**src/sv/oqt_pkg.sv**
```systemverilog
// ----------------------------------------------------------------------------
// oqt_pkg
// Shared types, codes and sizes for the ordered queue table.
// ----------------------------------------------------------------------------
package oqt_pkg;

  // Storage size and derived widths
  localparam int CAPACITY = 64;
  localparam int IDX_W    = $clog2(CAPACITY);
  localparam int CNT_W    = $clog2(CAPACITY + 1);

  // Field widths of the transfer payloads
  localparam int FUNC_W = 3;
  localparam int OPND_W = 32;
  localparam int POS_W  = 6;
  localparam int VAL_W  = 31;
  localparam int ST_W   = 2;
  localparam int OCC_W  = 7;

  // Operation codes
  localparam logic [FUNC_W-1:0] FN_PUSH   = 3'd0;
  localparam logic [FUNC_W-1:0] FN_POP    = 3'd1;
  localparam logic [FUNC_W-1:0] FN_INSERT = 3'd2;
  localparam logic [FUNC_W-1:0] FN_ERASE  = 3'd3;
  localparam logic [FUNC_W-1:0] FN_GET    = 3'd4;
  localparam logic [FUNC_W-1:0] FN_CLEAR  = 3'd5;

  // Status codes
  localparam logic [ST_W-1:0] ST_OK    = 2'd0;
  localparam logic [ST_W-1:0] ST_NEG   = 2'd1;
  localparam logic [ST_W-1:0] ST_EMPTY = 2'd2;
  localparam logic [ST_W-1:0] ST_FULL  = 2'd3;

  typedef struct packed {
    logic [FUNC_W-1:0]        func;
    logic signed [OPND_W-1:0] operand_value;
    logic [POS_W-1:0]         position;
  } oqt_in_t;

  typedef struct packed {
    logic [VAL_W-1:0] read_value;
    logic [ST_W-1:0]  status;
    logic [OCC_W-1:0] occupancy;
  } oqt_out_t;

  // Broadcast control from the sequencer to every cell
  typedef struct packed {
    logic             shift;
    logic             wr_en;
    logic [IDX_W-1:0] wr_idx;
    logic [VAL_W-1:0] wr_data;
  } oqt_cell_ctl_t;

endpackage

```
**src/sv/oqt_cell.sv**
```systemverilog
// ----------------------------------------------------------------------------
// oqt_cell
// One storage cell of the queue chain: loads the broadcast value when its
// index is addressed, otherwise takes its right neighbor on a shift.
// ----------------------------------------------------------------------------
module oqt_cell
  import oqt_pkg::*;
(
  input  logic                clk,
  input  logic [IDX_W-1:0]    cell_idx,
  input  oqt_cell_ctl_t       ctl,
  input  logic [VAL_W-1:0]    nbr_val,
  output logic [VAL_W-1:0]    cell_val
);

  logic [VAL_W-1:0] data_r;
  logic [VAL_W-1:0] data_nxt;

  // Select write, shift or hold
  always_comb begin
    data_nxt = data_r;
    if (ctl.wr_en && (ctl.wr_idx == cell_idx)) begin
      data_nxt = ctl.wr_data;
    end else if (ctl.shift) begin
      data_nxt = nbr_val;
    end
  end

  always_ff @(posedge clk) begin
    data_r <= data_nxt;
  end

  assign cell_val = data_r;

endmodule

```
**src/sv/oqt_ctrl.sv**
```systemverilog
// ----------------------------------------------------------------------------
// oqt_ctrl
// Sequencer of the queue: decodes each operation, rotates the cell chain
// through the head one entry a cycle, and registers the result.
// ----------------------------------------------------------------------------
module oqt_ctrl
  import oqt_pkg::*;
(
  input  logic             clk,
  input  logic             rst_n,
  input  logic             in_valid,
  output logic             in_ready,
  input  oqt_in_t          in_data,
  output logic             out_valid,
  input  logic             out_ready,
  output oqt_out_t         out_data,
  input  logic [VAL_W-1:0] head_val,
  output oqt_cell_ctl_t    ctl
);

  localparam logic [1:0] S_IDLE = 2'd0;
  localparam logic [1:0] S_RUN  = 2'd1;
  localparam logic [1:0] S_DONE = 2'd2;

  // Control state
  logic [1:0]       state_r, state_nxt;
  logic [CNT_W-1:0] cnt_r, cnt_nxt;
  logic [CNT_W-1:0] remain_r, remain_nxt;
  logic [CNT_W-1:0] step_r, step_nxt;
  logic             pend_r, pend_nxt;
  logic             out_valid_r, out_valid_nxt;

  // Payload state
  logic [FUNC_W-1:0] op_r, op_nxt;
  logic [VAL_W-1:0]  val_r, val_nxt;
  logic [POS_W-1:0]  pos_r, pos_nxt;
  logic [VAL_W-1:0]  rdata_r, rdata_nxt;
  logic [ST_W-1:0]   st_r, st_nxt;
  oqt_out_t          out_r, out_nxt;

  logic keep;
  logic neg;
  logic full;

  assign in_ready  = (state_r == S_IDLE);
  assign out_valid = out_valid_r;
  assign out_data  = out_r;
  assign neg       = in_data.operand_value[OPND_W-1];
  assign full      = (cnt_r >= CNT_W'(CAPACITY));

  always_comb begin
    state_nxt     = state_r;
    cnt_nxt       = cnt_r;
    remain_nxt    = remain_r;
    step_nxt      = step_r;
    pend_nxt      = pend_r;
    out_valid_nxt = out_valid_r;
    op_nxt        = op_r;
    val_nxt       = val_r;
    pos_nxt       = pos_r;
    rdata_nxt     = rdata_r;
    st_nxt        = st_r;
    out_nxt       = out_r;
    keep          = 1'b1;
    ctl           = '0;
    ctl.wr_data   = head_val;

    // Drop the result once it is transferred
    if (out_valid_r && out_ready) begin
      out_valid_nxt = 1'b0;
    end

    unique case (state_r)
      S_IDLE: begin
        if (in_valid) begin
          op_nxt     = in_data.func;
          val_nxt    = in_data.operand_value[VAL_W-1:0];
          pos_nxt    = in_data.position;
          step_nxt   = '0;
          rdata_nxt  = '0;
          pend_nxt   = 1'b0;
          remain_nxt = '0;
          st_nxt     = ST_OK;
          state_nxt  = S_RUN;
          unique case (in_data.func) inside
            FN_PUSH, FN_INSERT: begin
              if (neg) begin
                st_nxt = ST_NEG;
              end else if (full) begin
                st_nxt = ST_FULL;
              end else begin
                pend_nxt = 1'b1;
                if (in_data.func == FN_INSERT) begin
                  remain_nxt = cnt_r;
                end
              end
            end
            FN_POP: begin
              if (cnt_r == '0) begin
                st_nxt = ST_EMPTY;
              end else begin
                remain_nxt = CNT_W'(1);
              end
            end
            FN_ERASE: begin
              st_nxt = ST_EMPTY;
              if (!neg) begin
                remain_nxt = cnt_r;
              end
            end
            FN_GET: begin
              if (32'(in_data.position) < 32'(cnt_r)) begin
                remain_nxt = cnt_r;
              end else begin
                st_nxt = ST_EMPTY;
              end
            end
            FN_CLEAR: begin
              cnt_nxt = '0;
            end
            default: begin
            end
          endcase
        end
      end

      S_RUN: begin
        if (pend_r && ((remain_r == '0) || !(head_val > val_r))) begin
          // Append the new value behind the current tail
          ctl.wr_en   = 1'b1;
          ctl.wr_idx  = IDX_W'(cnt_r);
          ctl.wr_data = val_r;
          cnt_nxt     = cnt_r + CNT_W'(1);
          pend_nxt    = 1'b0;
        end else if (remain_r != '0) begin
          // Rotate the head out; re-append it unless it is dropped
          if (op_r == FN_POP) begin
            keep = 1'b0;
          end else if ((op_r == FN_ERASE) && (head_val == val_r)) begin
            keep   = 1'b0;
            st_nxt = ST_OK;
          end
          if ((op_r == FN_POP) ||
              ((op_r == FN_GET) && (32'(step_r) == 32'(pos_r)))) begin
            rdata_nxt = head_val;
          end
          ctl.shift  = 1'b1;
          ctl.wr_en  = keep;
          ctl.wr_idx = IDX_W'(cnt_r - CNT_W'(1));
          if (!keep) begin
            cnt_nxt = cnt_r - CNT_W'(1);
          end
          remain_nxt = remain_r - CNT_W'(1);
          step_nxt   = step_r + CNT_W'(1);
        end else begin
          state_nxt = S_DONE;
        end
      end

      S_DONE: begin
        if (!out_valid_r || out_ready) begin
          out_nxt.read_value = rdata_r;
          out_nxt.status     = st_r;
          out_nxt.occupancy  = OCC_W'(cnt_r);
          out_valid_nxt      = 1'b1;
          state_nxt          = S_IDLE;
        end
      end

      default: begin
        state_nxt = S_IDLE;
      end
    endcase
  end

  // Control registers
  always_ff @(posedge clk) begin
    if (!rst_n) begin
      state_r     <= S_IDLE;
      cnt_r       <= '0;
      remain_r    <= '0;
      step_r      <= '0;
      pend_r      <= 1'b0;
      out_valid_r <= 1'b0;
    end else begin
      state_r     <= state_nxt;
      cnt_r       <= cnt_nxt;
      remain_r    <= remain_nxt;
      step_r      <= step_nxt;
      pend_r      <= pend_nxt;
      out_valid_r <= out_valid_nxt;
    end
  end

  // Payload registers
  always_ff @(posedge clk) begin
    op_r    <= op_nxt;
    val_r   <= val_nxt;
    pos_r   <= pos_nxt;
    rdata_r <= rdata_nxt;
    st_r    <= st_nxt;
    out_r   <= out_nxt;
  end

  // Occupancy never passes the capacity
  a_cnt_bound: assert property (@(posedge clk) disable iff (!rst_n)
    cnt_r <= CNT_W'(CAPACITY))
    else $error("occupancy above capacity");

  // An append only happens with room left in the chain
  a_append_room: assert property (@(posedge clk) disable iff (!rst_n)
    (ctl.wr_en && !ctl.shift) |-> (cnt_r < CNT_W'(CAPACITY)))
    else $error("append into a full chain");

  // Every accepted item starts a run
  a_accept_run: assert property (@(posedge clk) disable iff (!rst_n)
    (in_valid && in_ready) |=> (state_r == S_RUN))
    else $error("accepted item did not start a run");

  // A run ends once nothing is left to rotate or append
  a_run_end: assert property (@(posedge clk) disable iff (!rst_n)
    ((state_r == S_RUN) && (remain_r == '0) && !pend_r) |=> (state_r == S_DONE))
    else $error("run did not finish");

  // Chain moves only while running
  a_ctl_idle: assert property (@(posedge clk) disable iff (!rst_n)
    (state_r != S_RUN) |-> (!ctl.shift && !ctl.wr_en))
    else $error("chain written outside a run");

endmodule

```
**src/sv/ordered_queue_table_top.sv**
```systemverilog
// ----------------------------------------------------------------------------
// ordered_queue_table_top
// Bounded ordered queue built as a chain of storage cells with a sequencer.
// ----------------------------------------------------------------------------
// Sequence: clear, spare codes and rejected items run with no move of the chain;
// push appends once, pop rotates the head out once, erase and an in-range get
// rotate every held entry, and insert rotates every held entry and appends once.
// Throughput: one item at a time; the next transfer is taken the cycle after
// the result is registered, which waits while the output is stalled.
// Reset: synchronous, active low; the queue comes up empty, cells keep contents.
module ordered_queue_table_top
  import oqt_pkg::*;
(
  input  logic     clk,
  input  logic     rst_n,
  input  logic     in_valid,
  output logic     in_ready,
  input  oqt_in_t  in_data,
  output logic     out_valid,
  input  logic     out_ready,
  output oqt_out_t out_data
);

  oqt_cell_ctl_t    ctl;
  logic [VAL_W-1:0] cell_q [CAPACITY];

  oqt_ctrl u_ctrl (
    .clk       (clk),
    .rst_n     (rst_n),
    .in_valid  (in_valid),
    .in_ready  (in_ready),
    .in_data   (in_data),
    .out_valid (out_valid),
    .out_ready (out_ready),
    .out_data  (out_data),
    .head_val  (cell_q[0]),
    .ctl       (ctl)
  );

  // Build the cell chain; each cell shifts from its right neighbor
  for (genvar i = 0; i < CAPACITY; i++) begin : g_cell
    logic [VAL_W-1:0] nbr;
    if (i < CAPACITY - 1) begin : g_mid
      assign nbr = cell_q[i+1];
    end else begin : g_last
      assign nbr = cell_q[i];
    end
    oqt_cell u_cell (
      .clk      (clk),
      .cell_idx (IDX_W'(i)),
      .ctl      (ctl),
      .nbr_val  (nbr),
      .cell_val (cell_q[i])
    );
  end

endmodule
```
**config.mk**
```make
export PLATFORM = sky130hd
export DESIGN_NAME = ordered_queue_table_top
export DESIGN_NICKNAME = d
export VERILOG_FILES = /design/src/sv/oqt_pkg.sv /design/src/sv/oqt_cell.sv /design/src/sv/oqt_ctrl.sv /design/src/sv/ordered_queue_table_top.sv
export SDC_FILE = /design/constraint.sdc
export NUM_CORES = 2
export LEC_CHECK = 0
export BUFFER_PORTS_ARGS = -buffer_cell sky130_fd_sc_hd__buf_4
export CAP_MARGIN = 10
export CORE_AREA = 2 2 396 398
export CTS_CLUSTER_SIZE = 8
export DETAILED_ROUTE_END_ITERATION = 7
export DIE_AREA = 0 0 398 400
export HOLD_SLACK_MARGIN = 0.03
export PLACE_DENSITY = 0.85
export SYNTH_ARGS = -nofsm -noshare
export SYNTH_HDL_FRONTEND = slang
export SYNTH_SLANG_ARGS = --single-unit
export TNS_END_PERCENT = 30
```
**constraint.sdc**
```tcl
create_clock -name clk -period 7.4 [get_ports clk]
set_input_delay 0 -clock clk [delete_from_list [all_inputs] [get_ports clk]]
set_output_delay 0 -clock clk [all_outputs]
set_load 0.05 [all_outputs]
```
==> impl_metrics.json <==
{
  "cts_tree": "yes",
  "grt.total_usage_pct": 25.6,
  "mappedNetlistArea_sq_mm": 0.0926,
  "syn_nets": 5242,
  "syn_area_per_cell_sq_um": 18.0,
  "design.core.area_sq_mm": 0.155,
  "slew_headroom_pct": 14.5,
  "post_detailed_route_wirelength_per_cell_microns": 27.5,
  "ant_nets": 0,
  "ios": 87,
  "timing.setup.tns_ns": 0,
  "postRouteWirelength_microns": 203000,
  "cts_inserted_buffers": 315,
  "antenna-diode-count": 0,
  "start_util_pct": 59.7,
  "worst-endpoint-required_ns": 7.93,
  "worstSetupEndpointType": "flop",
  "drt-met1-wl_microns": 79000,
  "dp_slack_ns": 1.54,
  "area_growth_pct": 12.0,
  "htreeDepth": 5,
  "synthCells": 5156,
  "synth-edff-count": 2097,
  "largest_net_degree_at_the_start_of_global_routing": 65,
  "via_per_inst": 6.40,
  "first_pass_grt_wire_length_microns": 308000,
  "detailroute.via_count": 47300,
  "drv_cap": 0,
  "fin_crit_sh_pct": 82.4,
  "highest-signal-layer": "met4",
  "cts_num_sinks": 2122,
  "netlist-cell-type-count": 79,
  "wl_met2_microns": 97400,
  "first_pass_iters": 5,
  "number_of_global_route_vias_before_repair": 49100,
  "cts-root-to-sink-buffers": 4,
  "drt_iter0_drc": 6005,
  "outcome": "complete, no violations",
  "ys_seq_elements": 2122,
  "chipWidth_microns": 398,
  "hold_path.class": "input pin to flop",
  "power.density_mw_per_mm2": 375,
  "report.final.slew_viol_count": 0,
  "async_reset_ff_share_pct": 0,
  "detail_route.drc_violations": 0,
  "detailedPlacementHpwl_microns": 109000,
  "critical_path_peak_fanout": 31,
  "yosysSeqAreaShare_pct": 68.6,
  "synthesis.yosys.warnings": 0,
  "path_clk_slew_ns": 0.06,
  "routabilityCongestion": 0.862,
  "critical_path_arrival_ns": 6.62,
  "layout_min_cycle_time_ns": 6.09,
  "tightest_slew_ns": 1.28,
  "nNetsFinal": 5398,
  "leakagePower_nw": 35.0,
  "postLayoutSetupSlackWorst_ns": 1.31,
  "rrSetupSlack_ns": 1.31,
  "worst_setup_path_class": "flop to flop",
  "start_kind": "flop",
  "io_buffer_count": 86,
  "grt_antenna_before_repair": 10,
  "cts_root_buf": "clkbuf_16",
  "synth-main-ff-cell": "edfxtp_1",
  "timing.clock.skew_ns": 0.0847,
  "power.ir.vdd_worst_uv": 334,
  "fillCellCount": 8999,
  "final_layout_size_suffix_gt1_share_pct": 37.2,
  "die_h_microns": 400,
  "unrepaired_setup_endpoints_after_global_routing": "no",
  "floorplan.die_area_sq_mm": 0.159,
  "timing.final.hold_violations": 0,
  "fmax_mhz": 164,
  "fp-row-count": 145,
  "setup_violations": 0,
  "cts.repair_timing.setup_buffer_count": 0,
  "clk_latency_ns": 0.92,
  "cts-resized-gates": 0,
  "grt_overflow_total": 0,
  "wl_met3_microns": 19600
}
## final timing paths
| kind | from | cells past startpoint | endpoint |
|---|---|---|---|
| max reg2reg | g_cell[0].u_cell.cell_val[4]$_DFFE_PP_ | 9 | g_cell[6].u_cell.cell_val[0]$_DFFE_PP_ |
| min reg2reg | u_ctrl.rdata_r[1]$_SDFFCE_PN0P_ | 0 | u_ctrl.out_data[10]$_DFFE_PP_ |
| min | in_data[40] | 5 | u_ctrl.pend_r$_SDFFE_PN0P_ |
| max | g_cell[0].u_cell.cell_val[4]$_DFFE_PP_ | 9 | g_cell[6].u_cell.cell_val[0]$_DFFE_PP_ |
## Yosys cell counts, drive strengths merged, types with 3 or more instances
| cell type | count | area share, % |
|---|---|---|
| a211oi | 7 | 0.062 |
| nor4 | 10 | 0.081 |
| nor2 | 45 | 0.19 |
| a211o | 3 | 0.028 |
| o41ai | 3 | 0.049 |
| a31o | 3 | 0.028 |
| nand3 | 34 | 0.24 |
| o32ai | 3 | 0.057 |
| dfxtp | 25 | 0.54 |
| buf | 246 | 2.0 |
| a21oi | 33 | 0.18 |
| mux2 | 1953 | 24 |
| a31oi | 9 | 0.061 |
| inv | 49 | 0.20 |
| nand2b | 6 | 0.041 |
| xor2 | 6 | 0.057 |
| nor3 | 16 | 0.092 |
| o221a | 3 | 0.036 |
| a21o | 5 | 0.041 |
| nand2 | 76 | 0.32 |
| edfxtp | 2097 | 68 |
| and3 | 33 | 0.22 |
| clkbuf | 226 | 0.92 |
| ha | 41 | 0.55 |
| o211ai | 3 | 0.030 |
| o21a | 3 | 0.032 |
| or2 | 48 | 0.32 |
| a221oi | 3 | 0.028 |
| nor2b | 6 | 0.041 |
| and4 | 16 | 0.15 |
| o2111ai | 3 | 0.028 |
| and2 | 32 | 0.22 |
| nand4 | 8 | 0.054 |
| o21ai | 61 | 0.35 |
| xnor2 | 12 | 0.11 |
## worst max-delay path, cell delays in order, from the launching register on
cell and delay, ns:
edfxtp_1 0.43, ha_1 0.37, nand4_1 0.20, nor4_1 0.96, a31o_2 0.32, a32o_2 0.28
nand3_4 0.28, o211ai_2 1.09, and4_1 0.94, or2_2 0.79
## cell usage in the layout (no fill, tap or decap), drive strengths merged, types with 25 or more instances in the layout
cell and n:
nor2 45, and2 32, ha 41, dfxtp 25, clkbuf 330, nand3 34
or2 48, a21oi 33, edfxtp 2097, nand2 76, o21ai 61, buf 221
and3 33, dlygate4sd3 90, inv 54, mux2 1953
## sequential cells by signal, summed over array words and instances, names as in the netlist
signal / cells
u_ctrl.cnt_r: 7
u_ctrl.step_r: 7
u_ctrl.rdata_r: 31
u_ctrl.pend_r: 1
u_ctrl.st_r: 2
u_ctrl.val_r: 31
u_ctrl.out_valid: 1
u_ctrl.remain_r: 7
u_ctrl.op_r: 3
u_ctrl.out_data: 40
u_ctrl.state_r: 2
g_cell.u_cell.cell_val: 1984
u_ctrl.pos_r: 6
## where the power goes
group / switching [mW] / internal [mW] / total (mW)
Clock: 4.74 / 7.59 / 12.3
Sequential: 0.966 / 17.7 / 18.7
Combinational: 5.41 / 2.45 / 7.86
Total: 11.1 / 27.8 / 38.9
## metrics by stage
step	cells	total power [mW]	area, sq um	hold WS, ns	utilization (%)
global placement	6960	26.0	94500	0.188	60.9
CTS	7389	38.8	104000	0.0611	66.8
global route	7392	40.1	104000	0.126	66.8
floorplan	5156	23.2	92600	0.0989	-
finish	7392	38.9	104000	0.125	66.8
detailed placement	6960	26.3	94500	0.184	60.9
## cell families after synthesis
kind of cell / count (synthesis) / synth area share, %
flops: 2122 / 68.6
compound gates: 160 / 1.19
buf+inv: 522 / 3.13
simple gates: 338 / 2.06
fa+ha+maj: 41 / 0.554
xor+xnor: 18 / 0.170
mux: 1955 / 24.3
## per-layer routing
metal	track usage [%]	vias up
met5	0	-
met4	9.43	0
met3	6.06	493
met2	41.0	2678
met1	34.3	24100
li1	-	20000
## cell type report
class	instances	area (sq um)	share of cell area [%]
Sequential cell	2122	63500	61.2
Multi-Input combinational cell	2512	26600	25.7
Clock buffer	330	8050	7.76
Timing Repair Buffer	311	2620	2.53
Tap cell	2058	2570	2.48
Inverter	50	188	0.181
Clock inverter	9	103	0.0990
## repair_timing
item                                   CTS  global route
hold buffers                            90             0
setup endpoints to repair                0             0
endpoints found under the hold margin  109             0
(Power assumes the default switching activity.)
